### src/rtl/swm_pkg.sv
// Shared constants, types and state encoding for the sliding-window median filter.
package swm_pkg;

    localparam int VALUE_BITS = 8;
    localparam int WINDOW_MAX = 64;

    localparam int SAMPLE_W   = 8;
    localparam int MEDIAN_W   = 8;
    localparam int CFG_W      = 7;
    localparam int TREE_DEPTH = 1 << VALUE_BITS;
    localparam int IDX_W      = VALUE_BITS + 1;
    localparam int WIN_W      = $clog2(WINDOW_MAX + 1);
    localparam int SLOT_W     = (WINDOW_MAX > 1) ? $clog2(WINDOW_MAX) : 1;
    localparam int RESET_WIN  = 3;

    typedef enum logic [2:0] {
        ST_IDLE,
        ST_OLD,
        ST_UPD_RD,
        ST_UPD_WR,
        ST_DSC_RD,
        ST_DSC_CMP,
        ST_OUT
    } ctrl_state_t;

    // Request from the sequencer to the count tree store.
    typedef struct packed {
        logic                  rd_en;
        logic [VALUE_BITS-1:0] rd_addr;
        logic                  wr_en;
        logic [VALUE_BITS-1:0] wr_addr;
        logic [WIN_W-1:0]      wdata;
    } cmem_req_t;

    // One accepted sample handed from the window bookkeeping to the sequencer.
    typedef struct packed {
        logic                  start;
        logic [VALUE_BITS-1:0] val;
        logic                  full;
        logic                  emit;
        logic [WIN_W-1:0]      need;
    } job_t;

    typedef struct packed {
        logic                  idle;
        ctrl_state_t           state;
        logic [VALUE_BITS-1:0] step;
    } ctrl_status_t;

endpackage

### src/rtl/swm_count_mem.sv
// Fenwick count tree store with per-entry valid bits; invalid entries read as zero.
module swm_count_mem (
    input  logic                       aclk,
    input  logic                       aresetn,
    input  logic                       clear,
    input  swm_pkg::cmem_req_t         req,
    output logic [swm_pkg::WIN_W-1:0]  rdata
);
    import swm_pkg::*;

    logic [WIN_W-1:0]      mem [TREE_DEPTH];
    logic [TREE_DEPTH-1:0] valid_reg;
    logic [WIN_W-1:0]      rdata_reg;
    logic                  rvalid_reg;

    always_ff @(posedge aclk) begin
        if (!aresetn || clear) begin
            valid_reg <= '0;
        end else if (req.wr_en) begin
            valid_reg[req.wr_addr] <= 1'b1;
        end
    end

    always_ff @(posedge aclk) begin
        if (req.wr_en) begin
            mem[req.wr_addr] <= req.wdata;
        end
        if (req.rd_en) begin
            rdata_reg  <= mem[req.rd_addr];
            rvalid_reg <= valid_reg[req.rd_addr];
        end
    end

    assign rdata = rvalid_reg ? rdata_reg : '0;

endmodule

### src/rtl/swm_delay_mem.sv
// Circular delay line holding the samples of the current window.
module swm_delay_mem (
    input  logic                            aclk,
    input  logic                            en,
    input  logic [swm_pkg::SLOT_W-1:0]      addr,
    input  logic [swm_pkg::VALUE_BITS-1:0]  wdata,
    output logic [swm_pkg::VALUE_BITS-1:0]  rdata
);
    import swm_pkg::*;

    logic [VALUE_BITS-1:0] mem [WINDOW_MAX];
    logic [VALUE_BITS-1:0] rdata_reg;

    // Read returns the oldest sample while the new one overwrites the slot.
    always_ff @(posedge aclk) begin
        if (en) begin
            rdata_reg <= mem[addr];
            mem[addr] <= wdata;
        end
    end

    assign rdata = rdata_reg;

endmodule

### src/rtl/swm_ctrl.sv
// Sequencer: Fenwick remove/add walks and median descent over one shared adder.
module swm_ctrl (
    input  logic                            aclk,
    input  logic                            aresetn,
    input  swm_pkg::job_t                   job,
    input  logic [swm_pkg::VALUE_BITS-1:0]  old_val,
    output swm_pkg::cmem_req_t              creq,
    input  logic [swm_pkg::WIN_W-1:0]       cdata,
    output swm_pkg::ctrl_status_t           status,
    output logic                            m_tvalid,
    input  logic                            m_tready,
    output logic [swm_pkg::MEDIAN_W-1:0]    m_tdata
);
    import swm_pkg::*;

    ctrl_state_t           state_reg, state_next;
    logic [VALUE_BITS-1:0] val_reg, val_next;
    logic                  emit_reg, emit_next;
    logic                  removing_reg, removing_next;
    logic [IDX_W-1:0]      idx_reg, idx_next;
    logic [VALUE_BITS-1:0] pos_reg, pos_next;
    logic [VALUE_BITS-1:0] step_reg, step_next;
    logic [WIN_W-1:0]      rem_reg, rem_next;
    logic                  m_tvalid_reg, m_tvalid_next;
    logic [MEDIAN_W-1:0]   m_tdata_reg, m_tdata_next;

    logic [IDX_W-1:0]      add_a, add_b, sum;
    logic [IDX_W-1:0]      lowbit;
    logic                  walk_done;

    assign lowbit    = idx_reg & (~idx_reg + IDX_W'(1));
    assign walk_done = (idx_reg == IDX_W'(TREE_DEPTH));

    // Shared adder: tree index step, start index, descent probe position.
    always_comb begin
        add_a = IDX_W'(pos_reg);
        add_b = IDX_W'(step_reg);
        unique case (state_reg)
            ST_IDLE: begin
                add_a = IDX_W'(job.val);
                add_b = IDX_W'(1);
            end
            ST_OLD: begin
                add_a = IDX_W'(old_val);
                add_b = IDX_W'(1);
            end
            ST_UPD_RD, ST_UPD_WR: begin
                if (walk_done) begin
                    add_a = IDX_W'(val_reg);
                    add_b = IDX_W'(1);
                end else begin
                    add_a = idx_reg;
                    add_b = lowbit;
                end
            end
            default: begin
                add_a = IDX_W'(pos_reg);
                add_b = IDX_W'(step_reg);
            end
        endcase
    end

    assign sum = add_a + add_b;

    always_comb begin
        state_next    = state_reg;
        val_next      = val_reg;
        emit_next     = emit_reg;
        removing_next = removing_reg;
        idx_next      = idx_reg;
        pos_next      = pos_reg;
        step_next     = step_reg;
        rem_next      = rem_reg;
        m_tvalid_next = m_tvalid_reg && !m_tready;
        m_tdata_next  = m_tdata_reg;
        creq          = '0;

        unique case (state_reg)
            ST_IDLE: begin
                if (job.start) begin
                    val_next  = job.val;
                    emit_next = job.emit;
                    rem_next  = job.need;
                    if (job.full) begin
                        removing_next = 1'b1;
                        state_next    = ST_OLD;
                    end else begin
                        removing_next = 1'b0;
                        idx_next      = sum;
                        state_next    = ST_UPD_RD;
                    end
                end
            end
            ST_OLD: begin
                idx_next   = sum;
                state_next = ST_UPD_RD;
            end
            ST_UPD_RD: begin
                creq.rd_en   = 1'b1;
                creq.rd_addr = VALUE_BITS'(idx_reg - IDX_W'(1));
                state_next   = ST_UPD_WR;
            end
            ST_UPD_WR: begin
                creq.wr_en   = 1'b1;
                creq.wr_addr = VALUE_BITS'(idx_reg - IDX_W'(1));
                creq.wdata   = removing_reg ? (cdata - WIN_W'(1)) : (cdata + WIN_W'(1));
                if (!walk_done) begin
                    idx_next   = sum;
                    state_next = ST_UPD_RD;
                end else if (removing_reg) begin
                    // Old sample gone; start counting the new one.
                    removing_next = 1'b0;
                    idx_next      = sum;
                    state_next    = ST_UPD_RD;
                end else if (emit_reg) begin
                    pos_next   = '0;
                    step_next  = VALUE_BITS'(TREE_DEPTH >> 1);
                    state_next = ST_DSC_RD;
                end else begin
                    state_next = ST_IDLE;
                end
            end
            ST_DSC_RD: begin
                creq.rd_en   = 1'b1;
                creq.rd_addr = VALUE_BITS'(sum - IDX_W'(1));
                state_next   = ST_DSC_CMP;
            end
            ST_DSC_CMP: begin
                if (cdata < rem_reg) begin
                    pos_next = VALUE_BITS'(sum);
                    rem_next = rem_reg - cdata;
                end
                if (step_reg[0]) begin
                    state_next = ST_OUT;
                end else begin
                    step_next  = step_reg >> 1;
                    state_next = ST_DSC_RD;
                end
            end
            ST_OUT: begin
                // Hold the result until the output register is free.
                if (!m_tvalid_reg || m_tready) begin
                    m_tvalid_next = 1'b1;
                    m_tdata_next  = MEDIAN_W'(pos_reg);
                    state_next    = ST_IDLE;
                end
            end
            default: begin
                state_next = ST_IDLE;
            end
        endcase
    end

    always_ff @(posedge aclk) begin
        if (!aresetn) begin
            state_reg    <= ST_IDLE;
            m_tvalid_reg <= 1'b0;
        end else begin
            state_reg    <= state_next;
            m_tvalid_reg <= m_tvalid_next;
        end
    end

    always_ff @(posedge aclk) begin
        val_reg      <= val_next;
        emit_reg     <= emit_next;
        removing_reg <= removing_next;
        idx_reg      <= idx_next;
        pos_reg      <= pos_next;
        step_reg     <= step_next;
        rem_reg      <= rem_next;
        m_tdata_reg  <= m_tdata_next;
    end

    assign m_tvalid     = m_tvalid_reg;
    assign m_tdata      = m_tdata_reg;
    assign status.idle  = (state_reg == ST_IDLE);
    assign status.state = state_reg;
    assign status.step  = step_reg;

endmodule

### src/rtl/sliding_window_median_top.sv
// Top level of the sliding-window lower-median filter.
//
// Usage: one 8-bit unsigned sample enters per s_ transaction. The block keeps
// the last window_size samples (1..64) in a circular delay line and a Fenwick
// count tree over all 256 sample values. Once the window holds window_size
// samples, every sample produces one m_ transaction carrying the lower median;
// while the window fills, samples produce no output.
// Timing: s_tready is high only while the sequencer is idle and no cfg_ write
// is offered. A walk visits 1 to 9 tree nodes, a read and a write each,
// through one count store port and one shared adder: a full window first
// fetches the oldest sample and walks it out, the new sample is walked in,
// then 8 descent probes (read, compare) and an output step follow, after
// which the sequencer returns to idle and can take the next sample.
// The median is held in an output register; when the receiver stalls, the
// next sample may still enter and run until its own result is ready, where
// the sequencer waits for the output register to drain.
// cfg_ (window_size) is taken only while idle and wins over a waiting sample;
// it clamps 0 to 1 and values above 64 to 64, and starts a fresh window.
// Reset: aresetn low, synchronous; window_size returns to 3, window empty.
module sliding_window_median_top (
    input  logic                            aclk,
    input  logic                            aresetn,
    // tdata: sample [7:0]
    input  logic                            s_tvalid,
    output logic                            s_tready,
    input  logic [swm_pkg::SAMPLE_W-1:0]    s_tdata,
    // tdata: median [7:0]
    output logic                            m_tvalid,
    input  logic                            m_tready,
    output logic [swm_pkg::MEDIAN_W-1:0]    m_tdata,
    // window_size [6:0]
    input  logic                            cfg_valid,
    output logic                            cfg_ready,
    input  logic [swm_pkg::CFG_W-1:0]       cfg_data
);
    import swm_pkg::*;

    logic [WIN_W-1:0]      window_size_reg, window_size_next;
    logic [WIN_W-1:0]      fill_count_reg, fill_count_next;
    logic [SLOT_W-1:0]     write_slot_reg, write_slot_next;

    ctrl_status_t          status;
    job_t                  job;
    cmem_req_t             creq;
    logic [WIN_W-1:0]      cdata;
    logic [VALUE_BITS-1:0] old_val;
    logic [VALUE_BITS-1:0] sample_val;

    logic                  s_accept;
    logic                  cfg_accept;
    logic [SLOT_W-1:0]     slot_cur;
    logic [WIN_W-1:0]      slot_inc;
    logic [WIN_W-1:0]      fill_inc;
    logic [WIN_W:0]        ws_plus;
    logic                  full;
    logic [WIN_W-1:0]      cfg_clamped;

    // Hold off samples while a register write is offered.
    assign s_tready   = status.idle && !cfg_valid;
    assign cfg_ready  = status.idle;
    assign s_accept   = s_tvalid && s_tready;
    assign cfg_accept = cfg_valid && cfg_ready;
    assign sample_val = VALUE_BITS'(s_tdata);

    // Wrap the write slot if the window shrank below it.
    assign slot_cur = (WIN_W'(write_slot_reg) >= window_size_reg) ? '0 : write_slot_reg;
    assign slot_inc = WIN_W'(slot_cur) + WIN_W'(1);
    assign fill_inc = fill_count_reg + WIN_W'(1);
    assign full     = (fill_count_reg >= window_size_reg);
    assign ws_plus  = {1'b0, window_size_reg} + (WIN_W + 1)'(1);

    always_comb begin
        if (cfg_data == '0) begin
            cfg_clamped = WIN_W'(1);
        end else if (int'(cfg_data) > WINDOW_MAX) begin
            cfg_clamped = WIN_W'(WINDOW_MAX);
        end else begin
            cfg_clamped = WIN_W'(cfg_data);
        end
    end

    always_comb begin
        window_size_next = window_size_reg;
        fill_count_next  = fill_count_reg;
        write_slot_next  = write_slot_reg;
        if (cfg_accept) begin
            // Start a fresh window.
            window_size_next = cfg_clamped;
            fill_count_next  = '0;
            write_slot_next  = '0;
        end else if (s_accept) begin
            if (!full) begin
                fill_count_next = fill_inc;
            end
            write_slot_next = (slot_inc >= window_size_reg) ? '0 : SLOT_W'(slot_inc);
        end
    end

    always_ff @(posedge aclk) begin
        if (!aresetn) begin
            window_size_reg <= WIN_W'(RESET_WIN);
            fill_count_reg  <= '0;
            write_slot_reg  <= '0;
        end else begin
            window_size_reg <= window_size_next;
            fill_count_reg  <= fill_count_next;
            write_slot_reg  <= write_slot_next;
        end
    end

    assign job.start = s_accept;
    assign job.val   = sample_val;
    assign job.full  = full;
    assign job.emit  = full || (fill_inc == window_size_reg);
    assign job.need  = WIN_W'(ws_plus >> 1);

    swm_delay_mem u_delay (
        .aclk  (aclk),
        .en    (s_accept),
        .addr  (slot_cur),
        .wdata (sample_val),
        .rdata (old_val)
    );

    swm_count_mem u_counts (
        .aclk    (aclk),
        .aresetn (aresetn),
        .clear   (cfg_accept),
        .req     (creq),
        .rdata   (cdata)
    );

    swm_ctrl u_ctrl (
        .aclk     (aclk),
        .aresetn  (aresetn),
        .job      (job),
        .old_val  (old_val),
        .creq     (creq),
        .cdata    (cdata),
        .status   (status),
        .m_tvalid (m_tvalid),
        .m_tready (m_tready),
        .m_tdata  (m_tdata)
    );

    // A new result appears only out of the output state.
    assert property (@(posedge aclk) disable iff (!aresetn)
        $rose(m_tvalid) |-> $past(status.state == ST_OUT))
        else $error("median transaction raised outside the output state");

    // The window never holds more samples than its size.
    assert property (@(posedge aclk) disable iff (!aresetn)
        fill_count_reg <= window_size_reg)
        else $error("fill count exceeds window size");

    // Descent probes one power-of-two step at a time.
    assert property (@(posedge aclk) disable iff (!aresetn)
        (status.state == ST_DSC_RD || status.state == ST_DSC_CMP) |-> $onehot(status.step))
        else $error("descent step is not a single bit");

    // A sample arriving on a full window must first fetch the oldest sample.
    assert property (@(posedge aclk) disable iff (!aresetn)
        (s_accept && full) |=> (status.state == ST_OLD))
        else $error("full-window sample skipped removal of the oldest sample");

endmodule
### config.mk
export PLATFORM = sky130hd
export DESIGN_NAME = sliding_window_median_top
export DESIGN_NICKNAME = d
export VERILOG_FILES = /design/src/rtl/swm_pkg.sv /design/src/rtl/swm_count_mem.sv /design/src/rtl/swm_delay_mem.sv /design/src/rtl/swm_ctrl.sv /design/src/rtl/sliding_window_median_top.sv
export SDC_FILE = /design/constraint.sdc
export NUM_CORES = 2
export LEC_CHECK = 0
export BUFFER_PORTS_ARGS = -buffer_cell sky130_fd_sc_hd__buf_2
export CAP_MARGIN = 20
export CORE_UTILIZATION = 50
export DETAILED_ROUTE_END_ITERATION = 7
export GPL_ROUTABILITY_DRIVEN = 0
export PLACE_DENSITY_LB_ADDON = 0.1
export SYNTH_ARGS = -nofsm -noshare
export SYNTH_HDL_FRONTEND = slang
export SYNTH_SLANG_ARGS = --single-unit
### constraint.sdc
create_clock -name aclk -period 14.21 [get_ports aclk]
set_clock_uncertainty 0.05 [all_clocks]
set_input_delay 1.421 -clock aclk [delete_from_list [all_inputs] [get_ports aclk]]
set_output_delay 1.421 -clock aclk [all_outputs]
set_load 0.03 [all_outputs]
==> metrics.yaml <==
grt_util_all_layers_pct: 26.3
synth_top_flop_cell: "edfxtp_1"
ys_ff_latch: 2650
cap_violations: 0
grt.met1_usage_pct: 37.9
place_hpwl_microns: 163000
cts_root_buffer: "clkbuf_16"
placed_cell_area_sq_mm: 0.108
grt_most_used_layer: "met2"
syn_nets: 6146
async_reset_ff_share_pct: 0
nets: 6245
rsz0062_at_grt: "no"
drc: 0
peakVddDrop_mv: 0.142
synth_edf_count: 2370
worst_slew_margin_rel_pct: 9.54
p_int_mw: 13.2
synth_cell_types: 88
final_max_slew_viol_count: 0
power_density_mw_per_mm2: 146
hold_buffers: 0
fin_tns_setup_ns: 0
critPathKind: "reg2reg"
use_met3_pct: 4.15
portBuffers: 30
drt_pass1_iterations: 6
n_fill_cell: 15997
grt_max_degree: 237
regArea_sq_mm: 0.0768
synth_area_sq_mm: 0.105
die_h_microns: 460
ant_nets: 0
pin_count: 31
antenna_found_initial: 5
ys_seq_area_share_pct: 73.2
cp_max_fo: 61
fmax_mhz: 118
die_x_microns: 460
startpoint_type: "register"
setup_viol: 0
comb_power_share_pct: 8.0
cp_data_arrival_time_ns: 9.16
num_rows: 167
worst_pin_slew_ns: 1.36
p_switching_mw: 3.88
cts.reportedPaths.clkPinSlew_ns: 0.07
synth_top_cell_by_area: "edfxtp_1"
avgRoutedWirePerCell_microns: 30.2
vias: 56676
drt_wl_total_microns: 277000
drtIter0Drc: 6392
swShare_pct: 22.7
grt_overflow: 0
cp-end-kind: "register"
grt_pass1_vias: 56353
cts_tree: "done"
cts.sinks: 2650
coreArea_sq_mm: 0.208
status: "complete, no violations"
grtUsageMet2_pct: 41.3
grt_pass1_wl_microns: 402000
multi_input_area_sq_mm: 0.0266
design_area_sq_mm: 0.117
finalHoldViolations: 0
period_minus_slack_ns: 8.47
cts_max_path_buffers: 4
htree_levels: 5
clkPwrFrac_pct: 42.4
synthesis.instances: 6076
cts_buffers: 293
worstPathRequired_ns: 14.90
netlist.area_leader.share_pct: 67.8
cts_resized: 0
insertion_delay_ns: 0.93
postCtsSetupBuffers: 0
fin_crit_sh_pct: 59.6
hp-class: "reg2reg"
p_leak_nw: 35.7
drive_gt1_share_pct: 20.0
yosysWarnings: 0
p_seq_share_pct: 49.6
start_util_pct: 50.5
dieArea_sq_mm: 0.212
largest_register_ff_count: 1792
avgSynthCellArea_sq_um: 17.3
drt-vias-per-instance: 6.17
synth_area_leaders: "edfxtp_1, mux4_2, dfxtp_1, nor2_1, nand2_1"
area_growth_pct: 11.6
-- synthesized netlist by cell type, drive strengths merged, types with 4 or more instances --
cell type  instances
o211a             14
xor2              21
a22o               6
a32oi              4
and2               8
buf              192
a31oi             36
mux2i            121
nand4              5
o21ai             65
nor3b              6
and3               9
mux2             140
or3                6
nor2             956
a21boi             4
nor2b             15
o22ai             22
clkbuf           148
a32o              10
o211ai             9
nand2b            15
edfxtp          2370
a21oi             99
or2                4
a211oi            24
mux4             533
inv               28
nor3              32
nand2            427
dfxtp            280
nor4              17
ha                47
a311oi            18
a222oi            50
a221oi             9
xnor2             28
o32ai              7
a22oi             48
nand3            149
o221ai            19
a21o              24
-- placed cells by master (no fill, tap or decap), types with 35 or more instances in the layout --
| master | n |
|---|---|
| a21oi_1 | 94 |
| a222oi_1 | 50 |
| a22oi_1 | 47 |
| a31oi_1 | 35 |
| buf_4 | 102 |
| clkbuf_1 | 88 |
| clkbuf_16 | 301 |
| clkinv_1 | 39 |
| clkinv_2 | 40 |
| dfxtp_1 | 277 |
| edfxtp_1 | 2370 |
| ha_1 | 47 |
| mux2_2 | 140 |
| mux2i_1 | 121 |
| mux4_2 | 533 |
| nand2_1 | 412 |
| nand3_1 | 148 |
| nor2_1 | 947 |
| o21ai_0 | 59 |
-- power by group through the flow --
| stage | Sequential [mW] | Combinational (mW) | Clock, mW |
|---|---|---|---|
| 6_report | 8.47 | 1.37 | 7.24 |
| 3_5_place_dp | 8.64 | 1.37 | 0 |
| 4_1_cts | 8.47 | 1.38 | 7.33 |
| 3_3_place_gp | 8.64 | 1.37 | 0 |
| 5_1_grt | 8.47 | 1.45 | 7.61 |
| 2_1_floorplan | 8.63 | 0.919 | 0 |
-- worst max-delay path, cell delays in order, from the launching register on --
cell and delay, ns:
edfxtp_1 0.50, or3_1 0.46, nor4bb_1 0.57, and2_1 0.40, o21ai_0 0.12, a21oi_1 0.20
o21ai_0 0.11, ha_1 0.28, fa_1 0.52, xnor2_2 0.31, inv_2 0.10, nor3_2 0.16
xnor3_2 0.58, o21a_4 0.58, buf_4 0.65, buf_4 0.84, nand2_1 0.10, nand2_1 0.21
o22ai_1 0.12, a221oi_1 0.73, nand2_1 0.21, a311oi_1 0.31
-- layout make-up --
cell class	instances	share of cell area, %
timing repair buffer	144	0.982
tap	2788	2.98
inverter	31	0.0993
clock inverter	101	0.721
multi-input combinational	3055	22.7
sequential	2650	65.6
clock buffer	413	6.99
antenna	1	0.00214
-- path summary, 6_finish.rpt --
| path | from | endpoint | slack [ns] | depth (start not counted) |
|---|---|---|---|---|
| hold / removal | u_counts.valid_reg[59] | u_counts.valid_reg[59] | 0.41 | 2 |
| hold reg to reg | u_counts.valid_reg[59] | u_counts.valid_reg[59] | 0.41 | 2 |
| setup reg to reg | u_ctrl.idx_reg[2] | u_counts.rdata_reg[4] | 5.74 | 21 |
| setup / recovery | u_ctrl.idx_reg[2] | u_counts.rdata_reg[4] | 5.74 | 21 |
-- per-layer routing --
metal	part of all wire, %	wire (microns)
met4	3.0	8360
met1	42	116000
met3	7.6	21000
met2	47	132000
met5	0.0047	13
-- cells by family (layout without fill, tap and decap cells) --
logic type / Yosys count / after routing / share of synthesized area (%)
adder cells (fa/ha/maj): 50 / 50 / 0.618
AO/OA/AOI/OAI: 495 / 495 / 3.43
flip-flops: 2650 / 2650 / 73.2
multiplexers: 794 / 794 / 14.1
AND/OR/NAND/NOR: 1666 / 1666 / 6.53
XOR/XNOR: 50 / 50 / 0.439
other: 0 / 1 / 0
buffers and inverters: 371 / 689 / 1.73
-- per-stage QoR --
stage / power, mW / utilization (%) / instances / setup WS (ns) / hold WS, ns
2_1_floorplan: 9.55 / - / 6076 / 5.00 / 0.377
3_3_place_gp: 10.0 / 52.0 / 8663 / 5.69 / 0.394
3_5_place_dp: 10.0 / 52.0 / 8664 / 5.65 / 0.402
4_1_cts: 17.2 / 56.3 / 9178 / 5.80 / 0.416
5_1_grt: 17.5 / 56.3 / 9183 / 5.28 / 0.431
6_report: 17.1 / 56.3 / 9183 / 5.74 / 0.412
(Power assumes the default switching activity.)
